`src/rtl/sha_pkg.sv`:
```
// package: sha-256 round constants, initial hash value, mode codes and state type
`default_nettype none
package sha_pkg;

    localparam int unsigned WORD_W  = 32;
    localparam int unsigned BLOCK_W = 512;
    localparam int unsigned CNT_W   = 61;

    localparam logic [5:0] LAST_POS   = 6'd63;
    localparam logic [5:0] LEN_POS    = 6'd56;
    localparam logic [5:0] LAST_ROUND = 6'd63;
    localparam logic [2:0] LAST_IDX   = 3'd7;
    localparam logic [7:0] PAD_MARK   = 8'h80;

    localparam logic [1:0] MODE_ABSORB     = 2'd0;
    localparam logic [1:0] MODE_ABSORB_FIN = 2'd1;
    localparam logic [1:0] MODE_FINISH     = 2'd2;

    typedef enum logic [4:0] {
        ST_IDLE  = 5'b00001,
        ST_PAD   = 5'b00010,
        ST_ROUND = 5'b00100,
        ST_ADD   = 5'b01000,
        ST_OUT   = 5'b10000
    } t_state;

    localparam logic [31:0] INIT_H [0:7] = '{
        32'h6a09e667, 32'hbb67ae85, 32'h3c6ef372, 32'ha54ff53a,
        32'h510e527f, 32'h9b05688c, 32'h1f83d9ab, 32'h5be0cd19};

    localparam logic [31:0] ROUND_K [0:63] = '{
        32'h428a2f98, 32'h71374491, 32'hb5c0fbcf, 32'he9b5dba5,
        32'h3956c25b, 32'h59f111f1, 32'h923f82a4, 32'hab1c5ed5,
        32'hd807aa98, 32'h12835b01, 32'h243185be, 32'h550c7dc3,
        32'h72be5d74, 32'h80deb1fe, 32'h9bdc06a7, 32'hc19bf174,
        32'he49b69c1, 32'hefbe4786, 32'h0fc19dc6, 32'h240ca1cc,
        32'h2de92c6f, 32'h4a7484aa, 32'h5cb0a9dc, 32'h76f988da,
        32'h983e5152, 32'ha831c66d, 32'hb00327c8, 32'hbf597fc7,
        32'hc6e00bf3, 32'hd5a79147, 32'h06ca6351, 32'h14292967,
        32'h27b70a85, 32'h2e1b2138, 32'h4d2c6dfc, 32'h53380d13,
        32'h650a7354, 32'h766a0abb, 32'h81c2c92e, 32'h92722c85,
        32'ha2bfe8a1, 32'ha81a664b, 32'hc24b8b70, 32'hc76c51a3,
        32'hd192e819, 32'hd6990624, 32'hf40e3585, 32'h106aa070,
        32'h19a4c116, 32'h1e376c08, 32'h2748774c, 32'h34b0bcb5,
        32'h391c0cb3, 32'h4ed8aa4a, 32'h5b9cca4f, 32'h682e6ff3,
        32'h748f82ee, 32'h78a5636f, 32'h84c87814, 32'h8cc70208,
        32'h90befffa, 32'ha4506ceb, 32'hbef9a3f7, 32'hc67178f2};

endpackage
`default_nettype wire

```
`src/rtl/sha256_stream_hasher_top.sv`:
```
// top level: byte-stream sha-256 hasher with one shared round unit
//
//  channel  dir  handshake                    payload
//  s_axis   in   s_axis_tvalid/s_axis_tready  tdata: data_byte, tuser: mode
//  m_axis   out  m_axis_tvalid/m_axis_tready  tdata: digest_word, tuser: word_index,
//                                             tlast: last_word
//
//  an absorb transfer loads one byte; every 64th byte starts the rounds and then the add of a block
//  finish shifts the padding through the byte path one byte a cycle, pausing for the rounds
//  of each full block, then compresses each padded block, then makes eight output transfers
//  i_rst_n is synchronous, active low; it restores the initial hash value and an empty message
//  s_axis_tready is high only in idle; a low m_axis_tready holds the current digest word
`default_nettype none
module sha256_stream_hasher_top (
    input  wire logic        i_clk,
    input  wire logic        i_rst_n,
    input  wire logic        s_axis_tvalid,
    output logic             s_axis_tready,
    input  wire logic [7:0]  s_axis_tdata,   // [7:0] data_byte
    input  wire logic [1:0]  s_axis_tuser,   // [1:0] mode
    output logic             m_axis_tvalid,
    input  wire logic        m_axis_tready,
    output logic [31:0]      m_axis_tdata,   // [31:0] digest_word
    output logic [2:0]       m_axis_tuser,   // [2:0] word_index
    output logic             m_axis_tlast    // last_word
);

    function automatic logic [31:0] rotr(input logic [31:0] x, input int unsigned n);
        rotr = (x >> n) | (x << (32 - n));
    endfunction

    sha_pkg::t_state r_state, n_state;
    logic [31:0] r_h [0:7];
    logic [31:0] n_h [0:7];
    logic [31:0] r_v [0:7];
    logic [31:0] n_v [0:7];
    logic [sha_pkg::BLOCK_W-1:0] r_blk, n_blk;
    logic [5:0]  r_pos, n_pos;
    logic [5:0]  r_rnd, n_rnd;
    logic [sha_pkg::CNT_W-1:0] r_cnt, n_cnt;
    logic [2:0]  r_idx, n_idx;
    logic        r_mark, n_mark;
    logic        r_lenok, n_lenok;
    logic        r_ret_pad, n_ret_pad;
    logic        r_last_blk, n_last_blk;

    logic        s_fire;
    logic        push;
    logic [7:0]  push_byte;
    logic [63:0] len_bits;
    logic [7:0]  len_byte;
    logic [31:0] w0, w1, w9, w14, w_new;
    logic [31:0] big0, big1, ch, maj, t1, t2;

    assign s_axis_tready = (r_state == sha_pkg::ST_IDLE);
    assign s_fire        = s_axis_tvalid & s_axis_tready;
    assign m_axis_tvalid = (r_state == sha_pkg::ST_OUT);
    assign m_axis_tdata  = r_h[0];
    assign m_axis_tuser  = r_idx;
    assign m_axis_tlast  = (r_idx == sha_pkg::LAST_IDX);

    assign len_bits = {r_cnt, 3'b000};
    assign len_byte = len_bits[{3'd7 - r_pos[2:0], 3'b000} +: 8];

    // message schedule window: oldest word in the top bits
    assign w0  = r_blk[511 -: 32];
    assign w1  = r_blk[479 -: 32];
    assign w9  = r_blk[223 -: 32];
    assign w14 = r_blk[63 -: 32];
    assign w_new = (rotr(w14, 17) ^ rotr(w14, 19) ^ (w14 >> 10)) + w9
                 + (rotr(w1, 7) ^ rotr(w1, 18) ^ (w1 >> 3)) + w0;

    assign big1 = rotr(r_v[4], 6) ^ rotr(r_v[4], 11) ^ rotr(r_v[4], 25);
    assign ch   = (r_v[4] & r_v[5]) ^ (~r_v[4] & r_v[6]);
    assign t1   = r_v[7] + big1 + ch + sha_pkg::ROUND_K[r_rnd] + w0;
    assign big0 = rotr(r_v[0], 2) ^ rotr(r_v[0], 13) ^ rotr(r_v[0], 22);
    assign maj  = (r_v[0] & r_v[1]) ^ (r_v[0] & r_v[2]) ^ (r_v[1] & r_v[2]);
    assign t2   = big0 + maj;

    always_comb begin
        n_state    = r_state;
        n_h        = r_h;
        n_v        = r_v;
        n_blk      = r_blk;
        n_pos      = r_pos;
        n_rnd      = r_rnd;
        n_cnt      = r_cnt;
        n_idx      = r_idx;
        n_mark     = r_mark;
        n_lenok    = r_lenok;
        n_ret_pad  = r_ret_pad;
        n_last_blk = r_last_blk;
        push       = 1'b0;
        push_byte  = 8'h00;

        case (r_state)
            sha_pkg::ST_IDLE: begin
                if (s_fire) begin
                    n_mark = 1'b0;
                    if (s_axis_tuser == sha_pkg::MODE_ABSORB ||
                        s_axis_tuser == sha_pkg::MODE_ABSORB_FIN) begin
                        push       = 1'b1;
                        push_byte  = s_axis_tdata;
                        n_cnt      = r_cnt + 1'b1;
                        n_ret_pad  = (s_axis_tuser == sha_pkg::MODE_ABSORB_FIN);
                        n_last_blk = 1'b0;
                        if (r_pos != sha_pkg::LAST_POS &&
                            s_axis_tuser == sha_pkg::MODE_ABSORB_FIN) begin
                            n_state = sha_pkg::ST_PAD;
                        end
                    end else if (s_axis_tuser == sha_pkg::MODE_FINISH) begin
                        n_state = sha_pkg::ST_PAD;
                    end
                end
            end
            sha_pkg::ST_PAD: begin
                push = 1'b1;
                if (!r_mark) begin
                    push_byte = sha_pkg::PAD_MARK;
                    n_mark    = 1'b1;
                    n_lenok   = (r_pos < sha_pkg::LEN_POS);
                end else if (r_lenok && r_pos >= sha_pkg::LEN_POS) begin
                    push_byte = len_byte;
                end
                n_ret_pad  = 1'b1;
                n_last_blk = r_mark & r_lenok;
            end
            sha_pkg::ST_ROUND: begin
                n_v[7] = r_v[6];
                n_v[6] = r_v[5];
                n_v[5] = r_v[4];
                n_v[4] = r_v[3] + t1;
                n_v[3] = r_v[2];
                n_v[2] = r_v[1];
                n_v[1] = r_v[0];
                n_v[0] = t1 + t2;
                n_blk  = {r_blk[479:0], w_new};
                n_rnd  = r_rnd + 1'b1;
                if (r_rnd == sha_pkg::LAST_ROUND) begin
                    n_state = sha_pkg::ST_ADD;
                end
            end
            sha_pkg::ST_ADD: begin
                for (int i = 0; i < 8; i++) begin
                    n_h[i] = r_h[i] + r_v[i];
                end
                n_idx = 3'd0;
                if (r_last_blk) begin
                    n_state = sha_pkg::ST_OUT;
                end else if (r_ret_pad) begin
                    n_state = sha_pkg::ST_PAD;
                    n_lenok = 1'b1;
                end else begin
                    n_state = sha_pkg::ST_IDLE;
                end
            end
            sha_pkg::ST_OUT: begin
                if (m_axis_tready) begin
                    for (int i = 0; i < 7; i++) begin
                        n_h[i] = r_h[i+1];
                    end
                    n_h[7] = sha_pkg::INIT_H[r_idx];
                    n_idx  = r_idx + 1'b1;
                    if (r_idx == sha_pkg::LAST_IDX) begin
                        n_state = sha_pkg::ST_IDLE;
                        n_cnt   = '0;
                    end
                end
            end
            default: begin
                n_state = sha_pkg::ST_IDLE;
            end
        endcase

        if (push) begin
            n_blk = {r_blk[503:0], push_byte};
            n_pos = r_pos + 1'b1;
            if (r_pos == sha_pkg::LAST_POS) begin
                n_state = sha_pkg::ST_ROUND;
                n_rnd   = 6'd0;
                n_v     = r_h;
            end
        end
    end

    always_ff @(posedge i_clk) begin
        if (!i_rst_n) begin
            r_state    <= sha_pkg::ST_IDLE;
            r_h        <= sha_pkg::INIT_H;
            r_pos      <= 6'd0;
            r_rnd      <= 6'd0;
            r_cnt      <= '0;
            r_idx      <= 3'd0;
            r_mark     <= 1'b0;
            r_lenok    <= 1'b0;
            r_ret_pad  <= 1'b0;
            r_last_blk <= 1'b0;
        end else begin
            r_state    <= n_state;
            r_h        <= n_h;
            r_pos      <= n_pos;
            r_rnd      <= n_rnd;
            r_cnt      <= n_cnt;
            r_idx      <= n_idx;
            r_mark     <= n_mark;
            r_lenok    <= n_lenok;
            r_ret_pad  <= n_ret_pad;
            r_last_blk <= n_last_blk;
        end
    end

    always_ff @(posedge i_clk) begin
        r_v   <= n_v;
        r_blk <= n_blk;
    end

endmodule
`default_nettype wire
```
`config.mk`:
```
export PLATFORM = sky130hd
export DESIGN_NAME = sha256_stream_hasher_top
export DESIGN_NICKNAME = d
export VERILOG_FILES = /design/src/rtl/sha_pkg.sv /design/src/rtl/sha256_stream_hasher_top.sv
export SDC_FILE = /design/constraint.sdc
export NUM_CORES = 2
export LEC_CHECK = 0
export BUFFER_PORTS_ARGS = -buffer_cell sky130_fd_sc_hd__buf_2
export CORE_MARGIN = 5
export CORE_UTILIZATION = 60
export DETAILED_ROUTE_END_ITERATION = 7
export PLACE_DENSITY = 0.82
export SLEW_MARGIN = 20
export SYNTH_ARGS = -nofsm -noshare
export SYNTH_HDL_FRONTEND = slang
export SYNTH_SLANG_ARGS = --single-unit
```
`constraint.sdc`:
```
create_clock -name i_clk -period 37 [get_ports i_clk]
set_input_delay 3.7 -clock i_clk [delete_from_list [all_inputs] [get_ports i_clk]]
set_output_delay 3.7 -clock i_clk [all_outputs]
set_load 0.01 [all_outputs]
```
[After elaboration in Yosys (flattened, before gate mapping)]
Memories as Yosys holds them, arrays and structs flattened.
Index checks and enable logic that the tools add are counted.
Word-level totals
  latch bits: 0
  memories kept: 2
  flip-flop bits (word level): 1109
  output and inout port bits: 38
  bits in writable memories: 0
  memory bits (read-only): 2304
Operators by class
  bitwise operators: 31
  shift operators: 1
  reductions and logical operators: 14
  $lt $le $gt $ge: 4
  add/subtract/negate cells: 23
  equality and inequality tests: 18
  multiply operators: 0
  divide/modulo/power cells: 0
  mux-type cells: 53
Memories
  (no name shown): words 64, bits a word 32, rd ports 1, clocked after Yosys merged registers in 0, write ports 0, line sha256_stream_hasher_top.sv:75  | assign t1 = r_v[7] + big1 + ch + sha_pkg::ROUND_K[r_rnd] + w0;
  (no name shown): words 8, bits a word 32, rd ports 1, clocked after Yosys merged registers in 0, write ports 0, line sha256_stream_hasher_top.sv:162  | n_h[7] = sha_pkg::INIT_H[r_idx];
Operator list (count)
  $mux 256: 4
  $mux 512: 2
  $add 32x32->32: 18
  $pmux 256 s2: 1
  $xor 32x32->32: 9
  $mux 61: 4
  $and 32x32->32: 5
  $mux 32: 4
  $pmux 61 s2: 1
  $shiftx 64x7->8: 1
  $add 61x1->61 const B: 1
  $mux 5: 10
  $mux 8: 4
  $not 32->32: 1
  $or 10x32->32: 1
  $or 13x32->32: 1
  $or 14x32->32: 1
  $or 15x32->32: 1
  $or 19x32->32: 1
  $or 21x32->32: 1
  $or 25x32->32: 1
  $or 26x32->32: 1
  $or 30x32->32: 1
  $or 7x32->32: 1
  other kinds (40): 69

[Longest topological paths before layout]
  depth after elaboration: 11
  mapped depth: 40
  mapped depth without buffers: 38

[Worst setup path after synthesis]
No wires, ideal clock.
  path type: input-to-reg
  start point: input s_axis_tvalid
  end point: register r_blk[0] (netlist bit), enable pin
  cell stages on the path: 6
  buffers on the path: 2
  setup slack: 20.352 ns
  required time: 33.362 ns
  data arrival time: 13.010 ns
  cell sequence: nand2_1 > nor2_1 > nor2_1 > clkbuf_1 > clkbuf_1 > nand2_1
On the way
  word-level cells in the longest chain between the ends: 4
Ends and longest elaborated chain
  from (decl): line sha256_stream_hasher_top.sv:17  | input wire logic s_axis_tvalid,
  $and 1x1->1: line sha256_stream_hasher_top.sv:56  | assign s_fire = s_axis_tvalid & s_axis_tready;
  $mux 1: line sha256_stream_hasher_top.sv:98  | if (s_fire) begin
  $pmux 1 s2: line sha256_stream_hasher_top.sv:96  | case (r_state)
  $reduce_bool 2->1 (no line)
  to (signal assigned): line sha256_stream_hasher_top.sv:214  | r_blk <= n_blk;
  to (decl): line sha256_stream_hasher_top.sv:37  | logic [sha_pkg::BLOCK_W-1:0] r_blk, n_blk;
Every way passes these cells.
A chain may end at the register's enable or synchronous reset.

==> flow_metrics.py <==
metrics = {
    "outcome": {
        "status": "finished clean",
    },
    "cts": {
        "insertion_delay_ns": 0.79,
        "cts_hold_buffers": 0,
        "cts.sink_count": 1109,
        "path_clk_slew_ns": 0.07,
        "cts_setup_buffers": 0,
        "cts_max_level": 3,
        "cts_root_buf": "clkbuf_16",
        "numCtsBuffers": 117,
        "cts_tree": "yes",
        "clock_tree.buffer_depth": 3,
        "cts-resized-gates": 0,
    },
    "logic_synthesis": {
        "synth-seq-cells": 1109,
        "synth_edf_count": 512,
        "async_flop_share_pct": 0,
        "synth-seq-area-share_pct": 36.4,
        "ys.flop_type": "dfxtp_1",
        "synth_cell_types": 103,
        "syn_area_mm2": 0.0751,
        "synth_area_leaders": "edfxtp_1 20%, dfxtp_1 16%, nand2_1 12%",
        "syn_avg_cell_area_um2": 8.19,
        "yosysTopAreaCell": "edfxtp_1",
        "synth_top_area_share_pct": 20.5,
        "synth.top_cells.by_count": "2301 x nand2_1, 682 x nor2_1, 597 x dfxtp_1",
        "synth_fp_nets": 9785,
        "yosys_warnings": 0,
        "syn_inst": 9167,
        "synthMostInstantiatedCell": "nand2_1",
    },
    "die": {
        "die_h_um": 364,
        "core_area_mm2": 0.124,
        "start_util_pct": 60.6,
        "die_w_um": 364,
        "ios": 52,
        "die_area_mm2": 0.132,
        "rows": 129,
    },
    "placed_design": {
        "place_hpwl_um": 163000,
        "place.gp.congestion": 1.00,
        "dp_slack_ns": 28.06,
        "dpl_cell_area_mm2": 0.0757,
        "port_buffers": 51,
    },
    "worst_setup_path": {
        "crit_fanout": 11,
        "end_kind": "flip-flop",
        "required_ns": 37.61,
        "crit_arrival_ns": 9.85,
        "cp_slowest_cell": "a31oi_1",
        "cp_common_cell": "inv_1",
        "timing.critical_path.buf_inv": 5,
        "path_class": "reg2reg",
        "crit_family": "compound AO/OA/AOI/OAI gates",
        "startpoint_type": "flip-flop",
        "slowest_delay_ns": 0.69,
    },
    "route": {
        "dr.pass1.iters": 6,
        "ant_nets": 0,
        "remaining_drc_errors": 0,
        "via_count": 66868,
        "wire_per_inst_um": 22.0,
        "drtIter0Drc": 8388,
        "wirelength_um": 232000,
        "via_per_inst": 6.34,
    },
    "grt": {
        "grt_pass1_wl_um": 356000,
        "grt_max_degree": 217,
        "grt_overflow": 0,
        "track_usage_pct": 33.9,
        "antenna_found_initial": 4,
        "grt_pass1_vias": 62367,
    },
    "timing": {
        "worst_slew_pin_slew_ns": 1.18,
        "tns_ns": 0,
        "fin_skew_ns": 0.0910,
        "max_freq_ghz": 0.108,
        "fin_crit_ns": 9.24,
        "worst_slack_ns": 27.76,
        "final-setup-viol-count": 0,
        "finalMaxSlewViolations": 0,
        "fin_crit_sh_pct": 25.0,
        "hold_slack_ns": 0.454,
        "slew_headroom_pct": 20.3,
        "rsz0062_at_grt": "false",
        "finalHoldViolations": 0,
    },
    "pwr": {
        "p_leak_nw": 33.5,
        "powerDensity_mw_per_mm2": 60.8,
        "ir_worst_vdd_mv": 0.0757,
    },
    "layout": {
        "drive_gt1_share_pct": 4.79,
        "design_area_mm2": 0.0796,
        "nNetsFinal": 9426,
        "final_core_utilization_pct": 64.2,
        "syn_to_final_growth_pct": 6.06,
        "nFillCells": 10330,
    },
    "hold_path": {
        "hp-class": "reg2reg",
    },
    "run": {
        "drv_cap": 0,
    },
}
## registers in the layout (all words and copies together) (netlist names)
name / count
r_blk: 512
r_v: 256
r_h: 224
r_cnt: 61
m_axis_tdata: 32
r_pos: 6
r_rnd: 6
r_state: 5
m_axis_tuser: 3
r_last_blk: 1
r_lenok: 1
r_mark: 1
r_ret_pad: 1
## worst register-to-register path: cells and delay by family (launching register included)
family,cells,cell delay (ns)
compound gates,15,3.83
fa+ha+maj,6,2.67
flops,1,0.31
simple gates,5,0.72
buf+inv,5,1.10
xor+xnor,3,0.48
## routing by layer
layer	GRT usage, %	share of wire, %	vias to the layer above	wire (um)
li1	-	-	30687	-
met1	48.5	42	32047	96400
met2	50.8	43	3512	99700
met3	6.82	11	616	25900
met4	13.4	4.2	6	9800
met5	0	0.018	-	41
## layout by cell type (no fill, tap or decap), types with 24 or more instances in the layout
cell and n:
a211oi_1 71, a21o_1 183, a21oi_1 533, a221oi_1 29, a311oi_1 42, a31oi_1 240
and3_1 66, buf_2 50, buf_4 73, clkbuf_16 117, clkinv_2 25, dfxtp_1 594
edfxtp_1 512, fa_1 197, ha_1 407, inv_1 433, mux2_2 30, mux2i_1 33
nand2_1 2297, nand2b_1 57, nand3_1 108, nand4_1 30, nor2_1 679, nor2b_1 71
nor3_1 86, o211ai_1 85, o21a_1 55, o21ai_0 558, o21ai_1 24, o21bai_1 48
o221ai_1 27, o311ai_0 36, or3_1 52, xnor2_1 358, xor2_1 246
## logic make-up (layout without fill, tap and decap cells)
kind of cell	Yosys count	count (layout)	share of synthesized area, %
AOI/OAI and AO/OA	2129	2129	17.7
and+or+nand+nor	3578	3578	19.8
xor gates and xnor gates	604	604	7.05
buffers and inverters	1043	785	5.40
adders and majority gates	626	626	12.3
muxes	78	78	1.33
other	0	3	0
DFF	1109	1109	36.4
## power by group
part | internal, mW | total, mW | switching, mW
Clock | 0.671 | 1.21 | 0.534
Combinational | 0.838 | 2.14 | 1.30
Sequential | 1.41 | 1.50 | 0.0834
## cell type report
class                   instances  area [um^2]  area share (%)
diodes                          3         7.51         0.00943
clock buffers                 151         3170            3.97
clock inverters                69          738           0.927
inverters                     437         1650            2.07
multi-input cells            7015        43800            55.0
flip-flops and latches       1109        27300            34.3
well taps                    1637         2050            2.57
repair buffers                128          881            1.11
## stage by stage
step	total power [mW]	instances
floorplan	3.08	9167
global placement	3.54	10326
detailed placement	3.58	10326
CTS	4.80	10546
global route	5.11	10546
finish	4.84	10549
## path summary, 6_finish.rpt
| check | start | cells past startpoint | endpoint | slack, ns |
|---|---|---|---|---|
| max | r_rnd[0] | 34 | r_v[255] | 27.76 |
| min | r_v[79] | 2 | r_v[47] | 0.45 |
| max reg2reg | r_rnd[0] | 34 | r_v[255] | 27.76 |
| min reg2reg | r_v[79] | 2 | r_v[47] | 0.45 |
Power figures use the tool's default switching activity.
